File: config.mk
export PLATFORM = sky130hd
export DESIGN_NAME = suffix_stripping_stemmer
export DESIGN_NICKNAME = d
export VERILOG_FILES = /design/src/design/stm_pkg.sv /design/src/design/stm_win_cell.sv /design/src/design/stm_out_cell.sv /design/src/design/stm_match.sv /design/src/design/suffix_stripping_stemmer.sv
export SDC_FILE = /design/constraint.sdc
export NUM_CORES = 1
export LEC_CHECK = 0
export BUFFER_PORTS_ARGS = -buffer_cell sky130_fd_sc_hd__buf_2
export CORE_ASPECT_RATIO = 1.25
export CORE_MARGIN = 3
export CORE_UTILIZATION = 69
export DETAILED_ROUTE_END_ITERATION = 8
export PLACE_DENSITY = 0.95
export RECOVER_POWER = 50
export SLEW_MARGIN = 20
export SYNTH_ARGS = -nofsm -noshare
export SYNTH_HDL_FRONTEND = slang
export SYNTH_HIERARCHICAL = 1
export SYNTH_SLANG_ARGS = --single-unit
File: constraint.sdc
create_clock -name clk -period 10.2 [get_ports clk]
set_clock_uncertainty 0.15 [all_clocks]
set_input_delay 1.02 -clock clk [delete_from_list [all_inputs] [get_ports clk]]
set_output_delay 1.02 -clock clk [all_outputs]
set_load 0.1 [all_outputs]
File: src/design/stm_pkg.sv
package stm_pkg;

	// tail window: five held cells plus the incoming character
	localparam int WIN_CELLS = 5;
	localparam int OUT_CELLS = 6;
	localparam int NUM_RULES = 22;

	localparam logic [7:0] CHAR_Y = 8'h79;

	// one output beat
	typedef struct packed {
		logic [7:0] ch;
		logic       last;
		logic [2:0] rem;
		logic       ovf;
	} beat_t;

	// window cell control
	typedef struct packed {
		logic shift;
		logic clear;
	} wctl_t;

	// output cell control
	typedef struct packed {
		logic pop;
		logic push;
		logic load;
	} octl_t;

	// suffix rule: byte k of sfx is the k-th character counted from the end
	typedef struct packed {
		logic [39:0] sfx;
		logic [2:0]  len;
		logic        add_y;
		logic        undbl;
	} rule_t;

	// taken in order, the first match wins
	localparam rule_t RULES [NUM_RULES] = '{
		'{40'("ation"), 3'd5, 1'b0, 1'b0},
		'{40'("ition"), 3'd5, 1'b0, 1'b0},
		'{40'("ness"),  3'd4, 1'b0, 1'b0},
		'{40'("ment"),  3'd4, 1'b0, 1'b0},
		'{40'("able"),  3'd4, 1'b0, 1'b0},
		'{40'("ible"),  3'd4, 1'b0, 1'b0},
		'{40'("tion"),  3'd4, 1'b0, 1'b0},
		'{40'("sion"),  3'd4, 1'b0, 1'b0},
		'{40'("ies"),   3'd3, 1'b1, 1'b0},
		'{40'("ied"),   3'd3, 1'b1, 1'b0},
		'{40'("ing"),   3'd3, 1'b0, 1'b1},
		'{40'("est"),   3'd3, 1'b0, 1'b0},
		'{40'("ous"),   3'd3, 1'b0, 1'b0},
		'{40'("ive"),   3'd3, 1'b0, 1'b0},
		'{40'("ful"),   3'd3, 1'b0, 1'b0},
		'{40'("ize"),   3'd3, 1'b0, 1'b0},
		'{40'("ise"),   3'd3, 1'b0, 1'b0},
		'{40'("ed"),    3'd2, 1'b0, 1'b1},
		'{40'("er"),    3'd2, 1'b0, 1'b0},
		'{40'("ly"),    3'd2, 1'b0, 1'b0},
		'{40'("es"),    3'd2, 1'b0, 1'b0},
		'{40'("s"),     3'd1, 1'b0, 1'b0}
	};

endpackage

File: src/design/stm_win_cell.sv
module stm_win_cell (
	input  logic          clk,
	input  logic          arst_n,
	input  stm_pkg::wctl_t ctl,
	input  logic [7:0]    nxt_ch,
	input  logic          nxt_vld,
	output logic [7:0]    ch,
	output logic          vld
);
	import stm_pkg::*;

	logic [7:0] ch_q;
	logic       vld_q;

	// occupancy: cleared at word end, taken from the neighbor on shift
	always_ff @(posedge clk or negedge arst_n) begin
		if (!arst_n) begin
			vld_q <= 1'b0;
		end else if (ctl.clear) begin
			vld_q <= 1'b0;
		end else if (ctl.shift) begin
			vld_q <= nxt_vld;
		end
	end

	// character byte
	always_ff @(posedge clk) begin
		if (ctl.shift) begin
			ch_q <= nxt_ch;
		end
	end

	assign ch  = ch_q;
	assign vld = vld_q;

endmodule

File: src/design/stm_out_cell.sv
module stm_out_cell (
	input  logic           clk,
	input  logic           arst_n,
	input  stm_pkg::octl_t ctl,
	input  stm_pkg::beat_t nxt_beat,
	input  logic           nxt_vld,
	input  logic           prv_sv,
	input  stm_pkg::beat_t push_beat,
	input  stm_pkg::beat_t ld_beat,
	input  logic           ld_vld,
	output stm_pkg::beat_t beat,
	output logic           vld,
	output logic           sv
);
	import stm_pkg::*;

	beat_t beat_q;
	logic  vld_q;
	logic  take_push;

	// occupancy after the head beat leaves
	assign sv = ctl.pop ? nxt_vld : vld_q;

	// a single beat lands in the first free cell
	assign take_push = ctl.push && !sv && prv_sv;

	always_ff @(posedge clk or negedge arst_n) begin
		if (!arst_n) begin
			vld_q <= 1'b0;
		end else begin
			priority if (ctl.load) begin
				vld_q <= ld_vld;
			end else if (take_push) begin
				vld_q <= 1'b1;
			end else begin
				vld_q <= sv;
			end
		end
	end

	always_ff @(posedge clk) begin
		priority if (ctl.load) begin
			beat_q <= ld_beat;
		end else if (take_push) begin
			beat_q <= push_beat;
		end else if (ctl.pop) begin
			beat_q <= nxt_beat;
		end
	end

	assign beat = beat_q;
	assign vld  = vld_q;

endmodule

File: src/design/stm_match.sv
module stm_match (
	input  logic [stm_pkg::OUT_CELLS-1:0][7:0] win,
	input  logic [stm_pkg::OUT_CELLS-1:0]      win_vld,
	input  logic [3:0]                         len_cap,
	input  logic                               ovf,
	output stm_pkg::beat_t [stm_pkg::OUT_CELLS-1:0] beats,
	output logic [stm_pkg::OUT_CELLS-1:0]      beat_vld
);
	import stm_pkg::*;

	function automatic logic doublable(input logic [7:0] c);
		return c == 8'("n") || c == 8'("p") || c == 8'("t") || c == 8'("d") ||
		       c == 8'("g") || c == 8'("m") || c == 8'("b") || c == 8'("l") ||
		       c == 8'("r");
	endfunction

	logic [NUM_RULES-1:0] hit;
	logic       found;
	logic [2:0] sel_len;
	logic       sel_y;
	logic       sel_ud;
	logic [2:0] held;
	logic [2:0] keep_pre;
	logic       dbl;
	logic       undo;
	logic [2:0] keep;
	logic [2:0] removed;
	logic [2:0] nb;
	logic [2:0] offset;
	logic [2:0] src;

	// all rules compared in parallel against the right-aligned tail
	always_comb begin
		for (int r = 0; r < NUM_RULES; r++) begin
			hit[r] = !ovf && (len_cap >= 4'(RULES[r].len) + 4'd3) &&
			         win_vld[OUT_CELLS - int'(RULES[r].len)];
			for (int k = 0; k < WIN_CELLS; k++) begin
				if (k < int'(RULES[r].len) &&
				    win[OUT_CELLS-1-k] != RULES[r].sfx[8*k +: 8]) begin
					hit[r] = 1'b0;
				end
			end
		end
	end

	// first matching rule wins
	always_comb begin
		found   = 1'b0;
		sel_len = 3'd0;
		sel_y   = 1'b0;
		sel_ud  = 1'b0;
		for (int r = 0; r < NUM_RULES; r++) begin
			if (!found && hit[r]) begin
				found   = 1'b1;
				sel_len = RULES[r].len;
				sel_y   = RULES[r].add_y;
				sel_ud  = RULES[r].undbl;
			end
		end
	end

	// doubled consonant left in front of ing or ed
	always_comb begin
		held     = 3'($countones(win_vld));
		keep_pre = held - sel_len;
		if (sel_len == 3'd3) begin
			dbl = (win[2] == win[1]) && doublable(win[2]);
		end else begin
			dbl = (win[3] == win[2]) && doublable(win[3]);
		end
		undo    = found && sel_ud && (keep_pre >= 3'd2) && dbl;
		keep    = keep_pre - {2'b00, undo};
		removed = found ? (sel_len - {2'b00, sel_y} + {2'b00, undo}) : 3'd0;
		nb      = keep + {2'b00, sel_y};
		offset  = 3'(OUT_CELLS) - held;
	end

	// flush beats, left-aligned, with y appended where the rule asks
	always_comb begin
		for (int i = 0; i < OUT_CELLS; i++) begin
			src = 3'(i) + offset;
			beats[i].ch = CHAR_Y;
			if (3'(i) < keep) begin
				beats[i].ch = win[src];
			end
			beat_vld[i]   = 3'(i) < nb;
			beats[i].last = (3'(i) + 3'd1) == nb;
			beats[i].rem  = beats[i].last ? removed : 3'd0;
			beats[i].ovf  = beats[i].last && ovf;
		end
	end

endmodule

File: src/design/suffix_stripping_stemmer.sv
// Streaming light stemmer. Characters come in one beat per cycle while char_stall
// is low, with word_end on the last one; A-Z are folded to lower case and every
// other byte passes as is. The last five characters sit in a row of window cells,
// so output of a word trails its input by five characters, each entering the
// output chain when the character that pushes it out is taken. On the word-end
// beat the suffix rules are matched in parallel on the tail and up to six stem
// beats are loaded at once into a six-cell output chain that drains one beat per
// cycle while stem_stall is low; the last beat carries stem_end, removed_count
// and overflow. Mid-word characters are taken every cycle, also while the
// previous word's flush drains, unless the window is full and the output chain
// has no free cell. A word-end beat is held off until the output chain has
// emptied, so the word end of a short word that follows a full six-beat flush
// waits for that flush to drain.
// Words reaching MAX_WORD characters go through unstripped with overflow set.
module suffix_stripping_stemmer #(
	parameter int MAX_WORD = 64
) (
	input  logic       clk,
	input  logic       arst_n,
	input  logic       char_valid,
	output logic       char_stall,
	input  logic [7:0] char_code,
	input  logic       word_end,
	output logic       stem_valid,
	input  logic       stem_stall,
	output logic [7:0] out_char,
	output logic       stem_end,
	output logic [2:0] removed_count,
	output logic       overflow
);
	import stm_pkg::*;

	localparam int LEN_W   = $clog2(MAX_WORD + 1);
	localparam int LEN_CAP = 8;

	function automatic logic [7:0] fold(input logic [7:0] c);
		if (c >= 8'h41 && c <= 8'h5a) begin
			return c | 8'h20;
		end
		return c;
	endfunction

	logic [LEN_W-1:0] wl_q;
	logic [LEN_W-1:0] wl_new;
	logic             ovf;
	logic [3:0]       len_cap;
	logic             char_acc;
	logic [7:0]       x_ch;

	logic [WIN_CELLS-1:0][7:0] win_ch;
	logic [WIN_CELLS-1:0]      win_vld;
	logic [OUT_CELLS-1:0][7:0] tail;
	logic [OUT_CELLS-1:0]      tail_vld;
	wctl_t                     wctl;

	beat_t [OUT_CELLS-1:0] fl_beats;
	logic  [OUT_CELLS-1:0] fl_vld;
	beat_t [OUT_CELLS-1:0] ob;
	logic  [OUT_CELLS-1:0] ovld;
	logic  [OUT_CELLS-1:0] osv;
	logic  [OUT_CELLS-1:0] oend;
	beat_t                 push_beat;
	octl_t                 octl;

	assign x_ch     = fold(char_code);
	assign char_acc = char_valid && !char_stall;

	// word length, saturating at MAX_WORD
	assign wl_new  = (wl_q == LEN_W'(MAX_WORD)) ? wl_q : wl_q + 1'b1;
	assign ovf     = wl_new == LEN_W'(MAX_WORD);
	assign len_cap = (wl_new >= LEN_W'(LEN_CAP)) ? 4'(LEN_CAP) : wl_new[3:0];

	always_ff @(posedge clk or negedge arst_n) begin
		if (!arst_n) begin
			wl_q <= '0;
		end else if (char_acc) begin
			wl_q <= word_end ? '0 : wl_new;
		end
	end

	// window cells shift toward cell 0, newest character enters at the top
	assign wctl.shift = char_acc && !word_end;
	assign wctl.clear = char_acc && word_end;

	for (genvar i = 0; i < WIN_CELLS; i++) begin : g_win
		logic [7:0] nxt_ch;
		logic       nxt_vld;
		if (i < WIN_CELLS - 1) begin : g_mid
			assign nxt_ch  = win_ch[i+1];
			assign nxt_vld = win_vld[i+1];
		end else begin : g_top
			assign nxt_ch  = x_ch;
			assign nxt_vld = 1'b1;
		end
		stm_win_cell u_cell (
			.clk     (clk),
			.arst_n  (arst_n),
			.ctl     (wctl),
			.nxt_ch  (nxt_ch),
			.nxt_vld (nxt_vld),
			.ch      (win_ch[i]),
			.vld     (win_vld[i])
		);
	end

	// tail view: held cells plus the incoming character
	assign tail     = {x_ch, win_ch};
	assign tail_vld = {1'b1, win_vld};

	stm_match u_match (
		.win      (tail),
		.win_vld  (tail_vld),
		.len_cap  (len_cap),
		.ovf      (ovf),
		.beats    (fl_beats),
		.beat_vld (fl_vld)
	);

	// mid-word beat pushed out of the oldest window cell
	assign push_beat.ch   = win_ch[0];
	assign push_beat.last = 1'b0;
	assign push_beat.rem  = 3'd0;
	assign push_beat.ovf  = 1'b0;

	assign octl.pop  = stem_valid && !stem_stall;
	assign octl.push = char_acc && !word_end && win_vld[0];
	assign octl.load = char_acc && word_end;

	// output chain, cell 0 drives the port
	for (genvar i = 0; i < OUT_CELLS; i++) begin : g_out
		beat_t nxt_beat;
		logic  nxt_vld;
		logic  prv_sv;
		if (i < OUT_CELLS - 1) begin : g_mid
			assign nxt_beat = ob[i+1];
			assign nxt_vld  = ovld[i+1];
		end else begin : g_top
			assign nxt_beat = '0;
			assign nxt_vld  = 1'b0;
		end
		if (i == 0) begin : g_head
			assign prv_sv = 1'b1;
		end else begin : g_rest
			assign prv_sv = osv[i-1];
		end
		stm_out_cell u_cell (
			.clk       (clk),
			.arst_n    (arst_n),
			.ctl       (octl),
			.nxt_beat  (nxt_beat),
			.nxt_vld   (nxt_vld),
			.prv_sv    (prv_sv),
			.push_beat (push_beat),
			.ld_beat   (fl_beats[i]),
			.ld_vld    (fl_vld[i]),
			.beat      (ob[i]),
			.vld       (ovld[i]),
			.sv        (osv[i])
		);
		assign oend[i] = ob[i].last;
	end

	// word end needs an empty chain, a mid-word push needs one free cell
	assign char_stall = word_end ? (|osv) : (win_vld[0] && osv[OUT_CELLS-1]);

	assign stem_valid    = ovld[0];
	assign out_char      = ob[0].ch;
	assign stem_end      = ob[0].last;
	assign removed_count = ob[0].rem;
	assign overflow      = ob[0].ovf;

	// output chain stays packed toward the head
	a_out_packed: assert property (@(posedge clk) disable iff (!arst_n)
		(ovld[OUT_CELLS-1:1] & ~ovld[OUT_CELLS-2:0]) == '0)
		else $error("output chain has a gap");

	// window stays packed toward the newest cell
	a_win_packed: assert property (@(posedge clk) disable iff (!arst_n)
		(win_vld[WIN_CELLS-2:0] & ~win_vld[WIN_CELLS-1:1]) == '0)
		else $error("window has a gap");

	// word end empties the window and queues exactly one stem end
	a_word_flush: assert property (@(posedge clk) disable iff (!arst_n)
		char_acc && word_end |=> win_vld == '0 && wl_q == '0 &&
		$countones(ovld & oend) == 1)
		else $error("word end flush malformed");

	// tags only travel with the stem end beat
	a_tag_quiet: assert property (@(posedge clk) disable iff (!arst_n)
		stem_valid && !stem_end |-> removed_count == 3'd0 && !overflow)
		else $error("tag on a non-final beat");

	// a mid-word beat never queues a stem end
	a_mid_no_end: assert property (@(posedge clk) disable iff (!arst_n)
		char_acc && !word_end && !(ovld[0] && !octl.pop) |=>
		$countones(ovld & oend) <= 1)
		else $error("extra stem end queued");

endmodule

==> results.sh <==
export IMPL_rsz0062_at_grt="false"
export IMPL_cp_max_fo=58
export IMPL_area_delta_synth_final_pct=5.82
export IMPL_timing_slew_headroom=-0.346
export IMPL_wl_um=31500
export IMPL_hold_class="reg2reg"
export IMPL_grt_pass1_wl_um=48200
export IMPL_drt_iter0_drc=1569
export IMPL_finalCritPeriodShare=0.828
export IMPL_cts_htree_levels=4
export IMPL_mostFrequentLayoutCell="edfxtp_1"
export IMPL_violations="capacitance limit, slew limit"
export IMPL_cts_hold_buf=0
export IMPL_critPathCapture="g_out[3].u_cell/beat[9]$_DFFE_PP_"
export IMPL_synth_cells=1136
export IMPL_max_cap_violations=4
export IMPL_fin_setup_tns_ns=0
export IMPL_antenna_cells=0
export IMPL_synthFlopType="edfxtp_1"
export IMPL_r2r_slack_ns=1.97
export IMPL_grt_pass1_vias=8665
export IMPL_min_period_ns=8.45
export IMPL_worst_slew_pin_transition_ns=2.01
export IMPL_grt_remaining_overflow=0
export IMPL_post_drt_via_cell_ratio=6.93
export IMPL_cts_resized=0
export IMPL_worst_skew_pair_late_latency_ns=0.43
export IMPL_nets=1178
export IMPL_ys_seq_area_frac=0.371
export IMPL_gp_congestion=1.04
export IMPL_ff2ff_path_depth=8
export IMPL_cts_post_setup_buffers_inserted=0
export IMPL_synth_edf_count=118
export IMPL_synth_area_top_cells="edfxtp_1, nor2b_1, a31oi_1, dfrtp_1, a21oi_2"
export IMPL_vias=9498
export IMPL_detail_route_antenna_nets=0
export IMPL_ys_ff_latch=136
export IMPL_portBuffers=27
export IMPL_worstSetupEndpointType="flop"
export IMPL_r2r_start="g_out[0].u_cell/vld$_DFF_PN0_"
export IMPL_rows=50
export IMPL_grt_max_degree=92
export IMPL_critPathRequiredTime_ns=10.06
export IMPL_crit_path_start_kind="primary input"
export IMPL_drc=0
export IMPL_synth_distinct_cells=82
export IMPL_grtUsageTotal=0.359
export IMPL_status="finished, violations left"
export IMPL_path_cells="buf_2, nor2b_1, mux2i_1, clkinvlp_2, nor3_1, and3_1, buf_4, nor2_1, o21ai_0"
export IMPL_synth_area_per_cell_um2=9.47
export IMPL_clkSinkCount=136
export IMPL_dieArea_mm2=0.0171
export IMPL_fmax_mhz=118
export IMPL_drive_gt1_frac=0.187
export IMPL_synth_top_area_frac=0.329
export IMPL_cts_root_buffer="clkbuf_16"
export IMPL_slowest_stage="nor2b_1"
export IMPL_wire_per_inst_um=23.0
export IMPL_cp_data_arrival_time_ns=8.31
export IMPL_dpl_hpwl_um=21700
export IMPL_io_pins=28
export IMPL_yosys_warnings=6
export IMPL_start_util=0.711
export IMPL_r2r_end="g_out[3].u_cell/beat[9]$_DFFE_PP_"
export IMPL_crit_path_start="stem_stall"
export IMPL_clockBufferDepth=2
export IMPL_final_cell_mix="edfxtp_1, nor2b_1, nand2_1"
export IMPL_clk_pin_slew_ns=0.06
export IMPL_numCtsBuffers=17
export IMPL_die_w_um=118
export IMPL_antenna_found_initial=0
export IMPL_synth_top_cell_by_area="edfxtp_1"
export IMPL_die_height_um=146
export IMPL_core_mm2=0.0151
export IMPL_async_flop_share=0.132
export IMPL_setup_viol=0
export IMPL_critPathKind="in2reg"
export IMPL_dr_pass1_iters=9
export IMPL_cpPeakStageDelay_ns=1.49
export IMPL_cts_tree="yes"
export IMPL_synth_area_mm2=0.0108
export IMPL_drv_slew=94
export IMPL_hold_violations=0
==> flip-flops by register name, indices dropped and copies added (netlist names) <==
name	count
g_win.u_cell/ch	40
wl_q	7
g_out.u_cell/beat	78
g_win.u_cell/vld	5
g_out.u_cell/vld	6
==> worst min path at each step <==
stage	start	end	slack (ns)	cells past startpoint
finish	g_win[2].u_cell/ch[6]$_DFFE_PP_	g_win[1].u_cell/ch[6]$_DFFE_PP_	0.40	0
global route	g_win[2].u_cell/ch[6]$_DFFE_PP_	g_win[1].u_cell/ch[6]$_DFFE_PP_	0.40	0
floorplan	g_win[2].u_cell/ch[4]$_DFFE_PP_	g_win[1].u_cell/ch[4]$_DFFE_PP_	0.27	0
global placement	g_win[2].u_cell/ch[7]$_DFFE_PP_	g_win[1].u_cell/ch[7]$_DFFE_PP_	0.35	0
CTS	g_win[2].u_cell/ch[7]$_DFFE_PP_	g_win[1].u_cell/ch[7]$_DFFE_PP_	0.39	0
detailed placement	g_win[1].u_cell/ch[7]$_DFFE_PP_	g_win[0].u_cell/ch[7]$_DFFE_PP_	0.37	0
==> kinds of logic (layout without fill, tap and decap cells) <==
family	count (synthesis)	in the layout	synth area share
simple gates	407	407	0.214
compound gates	376	376	0.236
flops	136	136	0.371
buf+inv	121	100	0.0639
mux	62	62	0.0767
fa+ha+maj	16	16	0.0221
xor+xnor	16	16	0.0163
other cells	2	49	0.000698
==> cells in the mapped netlist, types with 7 or more instances <==
cell type	count
edfxtp_1	118
nor2b_1	85
nand2_1	84
a31oi_1	82
nor2_1	81
a21oi_1	80
a21oi_2	49
clkbuf_1	42
o21ai_2	42
o21ai_1	31
nor3_1	28
o21ai_0	27
inv_1	24
mux2_2	24
mux2i_1	24
dfrtp_1	18
o211ai_1	18
a211oi_1	14
nand3_1	14
nor4_1	13
ha_1	11
and2_1	10
buf_6	10
buf_1	9
and3_1	8
buf_2	8
mux4_2	8
and2_0	7
inv_4	7
nor3_4	7
or2_2	7
xnor2_1	7
xor2_1	7
==> metrics by stage <==
stage	std cells	setup slack (ns)	hold WS, ns	util	area (um2)
after floorplan	1183	3.77	0.271	-	10900
after CTS	1370	3.34	0.394	0.756	11400
after global placement	1338	3.18	0.350	0.718	10900
after global routing	1370	1.45	0.404	0.752	11400
final	1370	1.75	0.395	0.752	11400
after detailed placement	1338	2.92	0.371	0.718	10900
==> per-layer routing <==
layer | share of wire | routed length (um) | up-vias | track usage
met5 | 0 | 0 | - | 0
met3 | 0.093 | 2920 | 165 | 0.0622
met4 | 0.065 | 2030 | 0 | 0.215
met1 | 0.35 | 11100 | 4376 | 0.439
met2 | 0.49 | 15400 | 713 | 0.598
li1 | - | - | 4244 | -
==> critical path, delay by kind of cell <==
kind                   cells  cell delay (ns)
AOI/OAI and AO/OA          1             0.77
buffers and inverters      3             1.94
muxes                      1             1.17
and+or+nand+nor            4             3.38
==> final cells by class <==
cell class | instances | area (um2)
fill | 1059 | 3750
clock buffer | 19 | 433
tap | 208 | 260
multi-input combinational | 926 | 6250
clock inverter | 13 | 145
inverter | 33 | 140
sequential | 136 | 3990
timing repair buffer | 35 | 168
Power is left out: the tool's default activity adds up to more than one toggle a clock period on the data nets, which glitch-free logic cannot reach.
